File: src/rtl/pttbl_pkg.sv
// Shared types and constants for the presence tracker table.
package pttbl_pkg;

	// Command codes
	localparam logic [1:0] CMD_OBSERVE = 2'd0;
	localparam logic [1:0] CMD_TICK    = 2'd1;
	localparam logic [1:0] CMD_CONFIG  = 2'd2;
	localparam logic [1:0] CMD_REMOVE  = 2'd3;

	// Configuration register indexes
	localparam logic [2:0] REG_RSSI_THR = 3'd0;
	localparam logic [2:0] REG_WINDOW   = 3'd1;
	localparam logic [2:0] REG_MIN_CNT  = 3'd2;
	localparam logic [2:0] REG_TIMEOUT  = 3'd3;
	localparam logic [2:0] REG_STALE    = 3'd4;

	// Register values after reset
	localparam logic signed [7:0] RST_RSSI_THR = -8'sd70;
	localparam logic [31:0]       RST_WINDOW   = 32'd10000;
	localparam logic [7:0]        RST_MIN_CNT  = 8'd3;
	localparam logic [31:0]       RST_TIMEOUT  = 32'd60000;
	localparam logic [31:0]       RST_STALE    = 32'd86400000;

	// Result of the shared age compare
	typedef struct packed {
		logic ge;
		logic le;
	} age_res_t;

endpackage

File: src/rtl/pttbl_age_unit.sv
// Shared age unit: elapsed time modulo 2^32 compared against a limit.
module pttbl_age_unit (
	input  logic [31:0]         now,
	input  logic [31:0]         stamp,
	input  logic [31:0]         limit,
	output pttbl_pkg::age_res_t res
);
	import pttbl_pkg::*;

	logic [31:0] elapsed;

	// Take the wrapped difference and compare both ways
	always_comb begin
		elapsed = now - stamp;
		res.ge  = (elapsed >= limit);
		res.le  = (elapsed <= limit);
	end
endmodule

File: config.mk
export PLATFORM = sky130hd
export DESIGN_NAME = pttbl_age_unit
export DESIGN_NICKNAME = d
export VERILOG_FILES = /design/src/rtl/pttbl_pkg.sv /design/src/rtl/pttbl_age_unit.sv
export SDC_FILE = /design/constraint.sdc
export NUM_CORES = 1
export LEC_CHECK = 0
export ABC_CLOCK_PERIOD_IN_PS = 7900
export BUFFER_PORTS_ARGS = -buffer_cell sky130_fd_sc_hd__buf_2
export CAP_MARGIN = 0
export CELL_PAD_IN_SITES_DETAIL_PLACEMENT = 1
export CELL_PAD_IN_SITES_GLOBAL_PLACEMENT = 1
export CORE_MARGIN = 4
export CORE_UTILIZATION = 39
export DETAILED_ROUTE_END_ITERATION = 10
export GPL_TIMING_DRIVEN = 0
export PLACE_DENSITY = 0.87
export SLEW_MARGIN = 5
export SYNTH_ARGS = -nofsm -noshare
export SYNTH_HDL_FRONTEND = slang
export SYNTH_SLANG_ARGS = --single-unit
File: constraint.sdc
create_clock -name vclk -period 7.9
set_clock_uncertainty 0.15 [all_clocks]
set_input_delay 0 -clock vclk [all_inputs]
set_output_delay 0 -clock vclk [all_outputs]
set_load 0.1 [all_outputs]
# Yosys cells after proc, flatten, opt, wreduce, memory -nomap -nowiden
# Index checks and enable logic that the tools add are counted.
[totals]
wordCells = 3
ff_bits = 0
[classes]
order_cmp = 2
n_addsub = 1
[op_table]
columns = ["operator", "count"]
rows = [
  ["greater-or-equal comparator 32 bit", 1],
  ["less-or-equal comparator 32 bit", 1],
  ["subtractor 32 bit", 1],
]

# Longest topological paths before layout
[depth]
ltp_word = 2
depth_mapped = 17
depth_no_buf = 17

# Worst setup path before layout
# No wires, ideal clock.
[synth_timing]
path_kind = "input to output"
startpoint = "input stamp[9]"
endpoint = "output res[0] (netlist name)"
slack_ns = 2.977
path_stages = 16
required_time_ns = 7.750
path_buffers = 0
t_arrival_ns = 4.773
cell_sequence = "inv_1 ha_1 and4_4 a221o_1 a211oi_2 o21a_1 o21ai_0 xor2_1 ha_1 a21o_1 a21o_1 a21oi_1 o21ai_0 nand2_1 o211ai_1 o21ai_0"
[synth_rtl]
columns = ["item", "line", "source"]
rows = [
  ["start, declared", "pttbl_age_unit.sv:4", "input logic [31:0] stamp,"],
  ["end, declared", "pttbl_age_unit.sv:6", "output pttbl_pkg::age_res_t res"],
]

==> metrics <==
worst endpoint required time 7750 ps; Arrival @ worst endpoint 3980 ps; Placer Congestion 0.839; top cell type's share of synthesized area 29.6%; CP Capture Type output port; Wirelength per Cell 14.0 um; FF/Latch Area 0 sq um; total I/O pin count 98; Detail Placement HPWL 7.08 mm; post_cts resized 0; First-pass DRT Iterations 4; period utilisation layout 52.2%; kind of critical path in2out; Worst Setup Start Kind input port; pre-CTS setup slack 3770 ps; Leak 1.88 nW; RSZ-0062 raised after global routing no; Final Routed Wirelength 7.80 mm; hold worst-path end res[0]; CP Max Fanout 6; Max IR drop VDD 0.0000332 V; layout cells sized above 1 23.5%; Vias 3004; placed cell areas 3250 sq um; GRT Util Overall 18.4%; hold-fix buffers at CTS 0; average size of a mapped cell 6.96 sq um; register area share after synthesis 0%; met1 wire length 3.45 mm; met3 wire length 292 um; clkbuf count 0; Worst slew margin 62.6%; YS warnings 0; pin count of the biggest net entering global routing 9; Core Util, Final 50.0%; core footprint 6490 sq um; Hold Violations, Final 0; CP delay by family, top compound AO/OA/AOI/OAI gates; Seq cells 0; Final ANT Viol Nets 0; Setup WS post-layout 3770 ps; main area contributors after synthesis ha_1, inv_1, a21o_1; global-route wire length before repair 13.4 mm; final net count 642; Hold Path Cell Cnt 7; initial antenna violation count 0; Worst Path Buf+Inv 3; Synth area leader ha_1; crit-path cells buf_2 > inv_1 > ha_1 > nor2b_1 > o2111ai_1 > a31oi_1 > a211o_1 > a21oi_4 > o21a_1 > o311ai_0 > ha_1 > a21o_1 > a21o_1 > a21oi_1 > o211ai_1 > or3b_2 > buf_2; dpl cells 557; vias per inst 5.39; DRC 0; Tmin final 4130 ps; routed wl met2 4.00 mm; I/O Buffers 98; Cell Area, Synth 2660 sq um; max-slew violation count 0; Die Wd 90.6 um; cells after synthesis 382; fillers 897; Peak Freq 0.242 GHz; area of the die 8210 sq um; fin cells 557; Initial Utilization 41.0%; fin area 3250 sq um; vias in the first global route 3125; setup TNS 0 ps; Yosys cell types 50; die height 90.6 um; Slew @ Worst Pin 553 ps; Post-CTS Setup Bufs 0; Max-cap violations 0; grt total ovfl 0; largest stage delay on the critical path 530 ps; worst min-delay path class in2out; status finished clean; Syn-to-layout area delta 22.1%; post-synth net total 542; Antenna diodes 0; PwrDens 93.8 nW/um^2; Max Used Layer met4; hold_sp limit[31]; # setup viols final 0; 1st-iter DRT viols 38; slowest CP cell o311ai_0; cell row count 29
[synth_stat cells (all sizes together) (2+ instances only)]
cell and n:
a211oi 3, a21o 22, a21oi 34, a22oi 2, a31oi 4, and3 3, clkbuf 5, ha 63
inv 76, nand2 26, nand3 8, nand4 13, nor2 25, nor2b 5, nor3 4, o2111ai 3
o211ai 2, o21a 9, o21ai 17, o21bai 4, o221ai 2, o22ai 2, o311ai 2, o31a 4
o31ai 2, xnor2 18, xor2 8
[worst max-delay path by stage]
stage	from	endpoint	slack, ps	cells past startpoint
6_report	stamp[1]	res[1]	3770	17
5_1_grt	stamp[1]	res[1]	3520	19
4_1_cts	stamp[1]	res[1]	3770	17
3_5_place_dp	stamp[1]	res[1]	3770	17
3_3_place_gp	stamp[1]	res[1]	3920	17
2_1_floorplan	stamp[9]	res[0]	2980	16
[report_power, final]
group	internal, mW	switching, mW	leakage [nW]
clock	0	0	0
combinational	0.129	0.176	1.88
sequential	0	0	0
total	0.129	0.176	1.88
[cell type report]
class / count / area [sq um] / area share [%]
Tap cell: 77 / 96.3 / 2.97
Inverter: 76 / 285 / 8.79
Buffer: 5 / 18.8 / 0.578
Multi-Input combinational cell: 301 / 2360 / 72.6
Timing Repair Buffer: 98 / 490 / 15.1
[through the flow]
stage | hold WS (ps) | power, mW
CTS | 668 | 0.306
floorplan | 612 | 0.223
global placement | 647 | 0.288
detailed placement | 653 | 0.304
finish | 653 | 0.305
global route | 724 | 0.344
[tightest hold or removal path, cell delays in order]
cell and delay, ps:
buf_2 100, inv_1 60, ha_1 140, a21oi_1 40, o211ai_1 90, o21ai_0 90
buf_2 290
[cells by family (layout without fill, tap and decap cells)]
| kind of cell | after synthesis | count (layout) | share of synthesized area, % |
|---|---|---|---|
| AND/OR/NAND/NOR | 91 | 91 | 16.9 |
| XOR/XNOR | 26 | 26 | 8.56 |
| adder cells (fa/ha/maj) | 64 | 64 | 30.4 |
| buffers and inverters | 81 | 179 | 11.4 |
| AO/OA/AOI/OAI | 120 | 120 | 32.7 |
[cells in the final DEF (no fill, tap or decap), types with 3 or more instances in the layout]
| cell | instances |
|---|---|
| o21a_1 | 9 |
| nand2_1 | 26 |
| buf_2 | 98 |
| nor2b_1 | 5 |
| a21oi_1 | 32 |
| a31oi_1 | 3 |
| nor3_1 | 4 |
| clkbuf_1 | 5 |
| o31a_1 | 3 |
| nor2_1 | 24 |
| a21o_1 | 22 |
| inv_1 | 76 |
| o2111ai_1 | 3 |
| xor2_1 | 8 |
| xnor2_1 | 18 |
| o21bai_1 | 4 |
| o21ai_0 | 17 |
| nand4_1 | 13 |
| ha_1 | 63 |
| nand3_1 | 8 |
[routing by layer]
metal	up-vias	global-route usage (%)
met1	1380	22.0
met4	0	1.79
met3	4	1.25
met2	68	36.4
met5	-	0
li1	1552	-
Note: power is estimated with default switching activity, not from simulation.
