==> src/rtl/pttbl_ring_mem.sv <==
// Sighting time store: one write port, one registered read port.
module pttbl_ring_mem #(
	parameter int DEPTH = 64,
	parameter int AW    = 6
) (
	input  logic          clk,
	input  logic          we,
	input  logic [AW-1:0] waddr,
	input  logic [31:0]   wdata,
	input  logic [AW-1:0] raddr,
	output logic [31:0]   rdata
);
	logic [31:0] mem [DEPTH];

	// Write and registered read
	always_ff @(posedge clk) begin
		if (we) begin
			mem[waddr] <= wdata;
		end
		rdata <= mem[raddr];
	end
endmodule

==> config.mk <==
export PLATFORM = sky130hd
export DESIGN_NAME = pttbl_ring_mem
export DESIGN_NICKNAME = d
export VERILOG_FILES = /design/src/rtl/pttbl_ring_mem.sv
export SDC_FILE = /design/constraint.sdc
export NUM_CORES = 2
export LEC_CHECK = 0
export BUFFER_PORTS_ARGS = -buffer_cell sky130_fd_sc_hd__buf_2
export CORE_UTILIZATION = 60
export CTS_CLUSTER_DIAMETER = 60
export DETAILED_ROUTE_END_ITERATION = 16
export GPL_TIMING_DRIVEN = 0
export PLACE_DENSITY = 0.76
export SLEW_MARGIN = 10
export SYNTH_ARGS = -nofsm -noshare
export SYNTH_HDL_FRONTEND = slang
export SYNTH_SLANG_ARGS = --single-unit
==> constraint.sdc <==
create_clock -name clk -period 4.24 [get_ports clk]
set_clock_uncertainty 0.1 [all_clocks]
set_input_delay 0.212 -clock clk [delete_from_list [all_inputs] [get_ports clk]]
set_output_delay 0.212 -clock clk [all_outputs]
set_load 0.05 [all_outputs]
# After elaboration in Yosys (flattened, before gate mapping)
# Memories as Yosys holds them, arrays and structs flattened. A register that Yosys moved wholly into a read port is not among the register bits.
# Index checks and enable logic that the tools add are counted.
[totals] register_bits=0 ramBits=2048 wordCells=3 n_memories=1
[classes] mux=2
[memory_table] memory="mem" depth=64 width=32 read_ports=1 rd_ports_with_merged_regs=1 wr=1 line="13" source="logic [31:0] mem [DEPTH];"
[ops] op="1-bit two-way mux" n=2

# Logic depth before layout (Yosys ltp)
[depth] ltp_word=2 depth_mapped=10 depth_no_buf=5

# Worst setup path after synthesis
# OpenSTA, ideal clock, no wires.
[synth_timing] path_kind="input -> register" start="input waddr[3]" end="memory mem[48][0] (enable)" required_time_ps=3679 path_buffers=1 slack_ps=768 setup_time_ps=461 t_arrival_ps=2911 path_stages=4 path_cell_list="clkbuf_1 nor2b_1 nand4b_1 nor3_1"
[synth_lines] item="from (decl)" line="8" source="input logic [AW-1:0] waddr,"
[synth_lines] item="to (decl)" line="13"
# No word-level cell before the write port.

==> results.rst <==
.. list-table::
   :header-rows: 1

   * - Metric
     - Value
   * - Post-synthesis sequential area ratio
     - 79.1%
   * - CTS clk-pin slew, worst paths
     - 0.06 ns
   * - Element type at the critical path end
     - flop
   * - Measured slew at the worst slew-check pin
     - 1.51 ns
   * - Die width
     - 364 um
   * - Clock tree from TritonCTS
     - built
   * - Share of the core filled with cells
     - 69.7%
   * - Final Critical Period
     - 4.08 ns
   * - Setup slack, reg-to-reg
     - 1.36 ns
   * - Crit-path leading delay family
     - buffers and inverters
   * - Quantity of I/O buffers inserted on ports
     - 69
   * - Final setup viols
     - 0
   * - Count of unique library cells instantiated by Yosys
     - 34
   * - Share of the clock period used by the worst path
     - 96.2%
   * - Post-DP HPWL
     - 150 mm
   * - CP Buf/Inv Count
     - 4
   * - Number of enable flip-flop cells after synthesis
     - 2048
   * - Critical Path Stages
     - 9
   * - Post-cts gate resize count
     - 0
   * - Routed WL
     - 250 mm
   * - Wire length per cell
     - 44.4 um
   * - Die height
     - 364 um
   * - Root buf cell
     - sky130_fd_sc_hd__clkbuf_16
   * - Pwr dens
     - 468 nW/um^2
   * - CP required
     - 4.80 ns
   * - Area Growth Syn to Fin
     - 15.2%
   * - Signal arrival time at the worst endpoint
     - 4.64 ns
   * - Most repeated library cell on the critical path
     - sky130_fd_sc_hd__buf_2
   * - Result of the run
     - complete, but fails checks
   * - Worst reg2reg path startpoint
     - mem[19][18]
   * - Count of final hold-check violations
     - 0
   * - Total Routing Usage GR
     - 38.6%
   * - Slew Limit Headroom
     - -0.498%
   * - WS Path Type
     - input port to flop
   * - First-pass GRT wire length
     - 337 mm
   * - Initial cell density of the core
     - 60.6%
   * - Gpl congestion
     - 0.889
   * - Number of vias in the routed layout
     - 42500
   * - Violations in the final reports
     - capacitance limit, slew limit
   * - Startpoint of the worst setup timing path
     - raddr[1]
   * - Fraction of final layout cells sized beyond drive strength 1
     - 29.8%
   * - Ratio of routed vias to standard cells
     - 7.54
   * - CTS sink count
     - 2080
   * - Avg Inst Size Synth
     - 23.6 um^2
   * - Largest stage delay on the critical path
     - 0.98 ns
   * - Synthesis Warnings
     - 0
   * - Initial DRC count
     - 8286
   * - Longest Clk Path Bufs
     - 3
   * - Ranking of synthesized cells by instance count
     - sky130_fd_sc_hd__edfxtp_1, sky130_fd_sc_hd__mux4_2, sky130_fd_sc_hd__nor2_1
   * - Max Clk Rate
     - 245 MHz
   * - Drc violations
     - 0
   * - Count leader, synth
     - sky130_fd_sc_hd__edfxtp_1
   * - Endpoint of the worst-slack reg-to-reg timing path
     - rdata[18]
   * - I/O pin count
     - 78
   * - Final Max Tran Viols
     - 11
   * - Register bit total from synthesis
     - 2080
   * - Leakage power
     - 28.3 nW
   * - Via count of the first global-routing pass
     - 41600
   * - Maximum ir drop on the vdd rail
     - 0.513 mV
   * - Cell types with the largest area share after synthesis
     - sky130_fd_sc_hd__edfxtp_1, sky130_fd_sc_hd__mux4_2, sky130_fd_sc_hd__mux2i_1
   * - Cell at the slowest stage of the critical path
     - sky130_fd_sc_hd__buf_1
   * - Core ar.
     - 130000 um^2
   * - Total clock buffers created by CTS
     - 196
   * - Pin count of the biggest net entering global routing
     - 65
   * - Post-synthesis cell count
     - 3324
   * - Net count of the mapped netlist
     - 3370
   * - Max cap viols
     - 1
   * - Portion of synthesized cell area occupied by the leading cell type
     - 78.3%
   * - Drt pass-1 iters
     - 6
   * - RSZ-0062 raised after global routing
     - false
   * - Number of cell instances on the worst register-to-register path
     - 4
   * - Combined area of all synthesized cells
     - 78500 um^2
   * - Final nets
     - 3773
   * - Overflow left after global routing
     - 0
   * - Initial antenna violation count
     - 14
   * - Destination of the critical timing path
     - rdata[15]
   * - Fraction of registers with async set/reset
     - 0%
   * - Type of element launching the critical path
     - input port
   * - Full die area
     - 132000 um^2
   * - Largest fanout on the critical path
     - 10
   * - Clock latency reported for the late side of the worst-skew pair
     - 0.84 ns
   * - Main synth FF type
     - sky130_fd_sc_hd__edfxtp_1
   * - Sum of internal, switching and leakage power
     - 42.3 mW
   * - Tightest Hold Check Type
     - input port to flop
   * - Core Rows
     - 132
   * - Worst-path cell chain
     - buf_2 > buf_2 > buf_2 > buf_1 > nand3b_1 > o221ai_1 > a21oi_1 > a21oi_1 > nor2_1
   * - Count of nets left with antenna violations after detail routing
     - 0
   * - Dominant cell type by area after synthesis
     - sky130_fd_sc_hd__edfxtp_1
   * - CTS H-tree depth
     - 4
## layer usage
metal / part of all wire [%] / GRT usage (%)
met5: 0.040 / 0
met4: 8.3 / 25.3
met3: 17 / 13.4
met2: 45 / 57.1
met1: 30 / 49.0
## cell usage in the layout (no fill, tap or decap), types with 7 or more instances in the layout
cell type,n
sky130_fd_sc_hd__a21oi_1,60
sky130_fd_sc_hd__a22oi_1,12
sky130_fd_sc_hd__a311oi_1,8
sky130_fd_sc_hd__buf_1,21
sky130_fd_sc_hd__buf_12,59
sky130_fd_sc_hd__buf_16,50
sky130_fd_sc_hd__buf_2,110
sky130_fd_sc_hd__buf_4,49
sky130_fd_sc_hd__buf_6,7
sky130_fd_sc_hd__clkbuf_1,132
sky130_fd_sc_hd__clkbuf_16,201
sky130_fd_sc_hd__clkbuf_8,8
sky130_fd_sc_hd__clkinv_1,32
sky130_fd_sc_hd__clkinv_2,30
sky130_fd_sc_hd__dfxtp_1,32
sky130_fd_sc_hd__dlygate4sd3_1,16
sky130_fd_sc_hd__edfxtp_1,2048
sky130_fd_sc_hd__inv_6,8
sky130_fd_sc_hd__mux2i_1,93
sky130_fd_sc_hd__mux4_2,544
sky130_fd_sc_hd__nand2_1,26
sky130_fd_sc_hd__nand2b_1,8
sky130_fd_sc_hd__nor2_1,75
sky130_fd_sc_hd__nor2_4,62
sky130_fd_sc_hd__nor2b_1,15
sky130_fd_sc_hd__o221ai_1,27
sky130_fd_sc_hd__o22ai_1,84
## logic make-up (layout without fill, tap and decap cells)
logic type | count (synthesis) | after routing | synth area share, %
other cells | 0 | 6 | 0
buf+inv | 182 | 744 | 1.13
flops | 2080 | 2080 | 79.1
mux | 637 | 637 | 16.8
simple gates | 223 | 223 | 1.27
compound gates | 202 | 202 | 1.67
## layout make-up
cell class / instances / area (um^2)
timing repair buffer: 205 / 3200
multi-input combinational: 1062 / 16000
sequential: 2080 / 62100
buffer: 182 / 892
clock inverter: 85 / 644
antenna: 6 / 15.0
clock buffer: 272 / 5380
tap: 1742 / 2180
fill: 7167 / 39200
## power breakdown
group          switching (mW)  internal (mW)  total [mW]
combinational            1.79          0.796        2.58
clock                    7.69           9.23        16.9
sequential             0.0550           22.8        22.8
total                    9.53           32.8        42.3
## worst min path at each step
stage	from	slack [ns]	cells past startpoint	end
detailed placement	rdata[29]	0.58	1	rdata[29]
finish	wdata[17]	0.11	1	mem[23][17]
global placement	rdata[1]	0.58	1	rdata[1]
CTS	wdata[18]	0.05	1	mem[17][18]
global route	wdata[26]	0.12	1	mem[54][26]
floorplan	wdata[0]	0.21	0	mem[0][0]
## registers in the layout, indices dropped and copies added (netlist names)
register,flops
mem,2048
rdata,32
## through the flow
stage,TNS (ns),cells,hold slack (ns),area [um^2],worst slack (ns)
final,0,5634,0.113,90400,0.160
after global routing,0,5628,0.123,90400,0.334
after CTS,0,5612,0.0530,90200,0.612
after detailed placement,-0.181,5255,0.581,84200,-0.0986
after global placement,-2112.00,5135,0.581,81000,-3.10
after floorplan,0,3324,0.211,78500,0.768
## timing repair
| item | 4_1_cts | 5_1_grt |
|---|---|---|
| endpoints found under the hold margin | 0 | 1024 |
| hold buffers | 0 | 16 |
| buffers inserted | 0 | 0 |
Note: power is estimated with default switching activity, not from simulation.
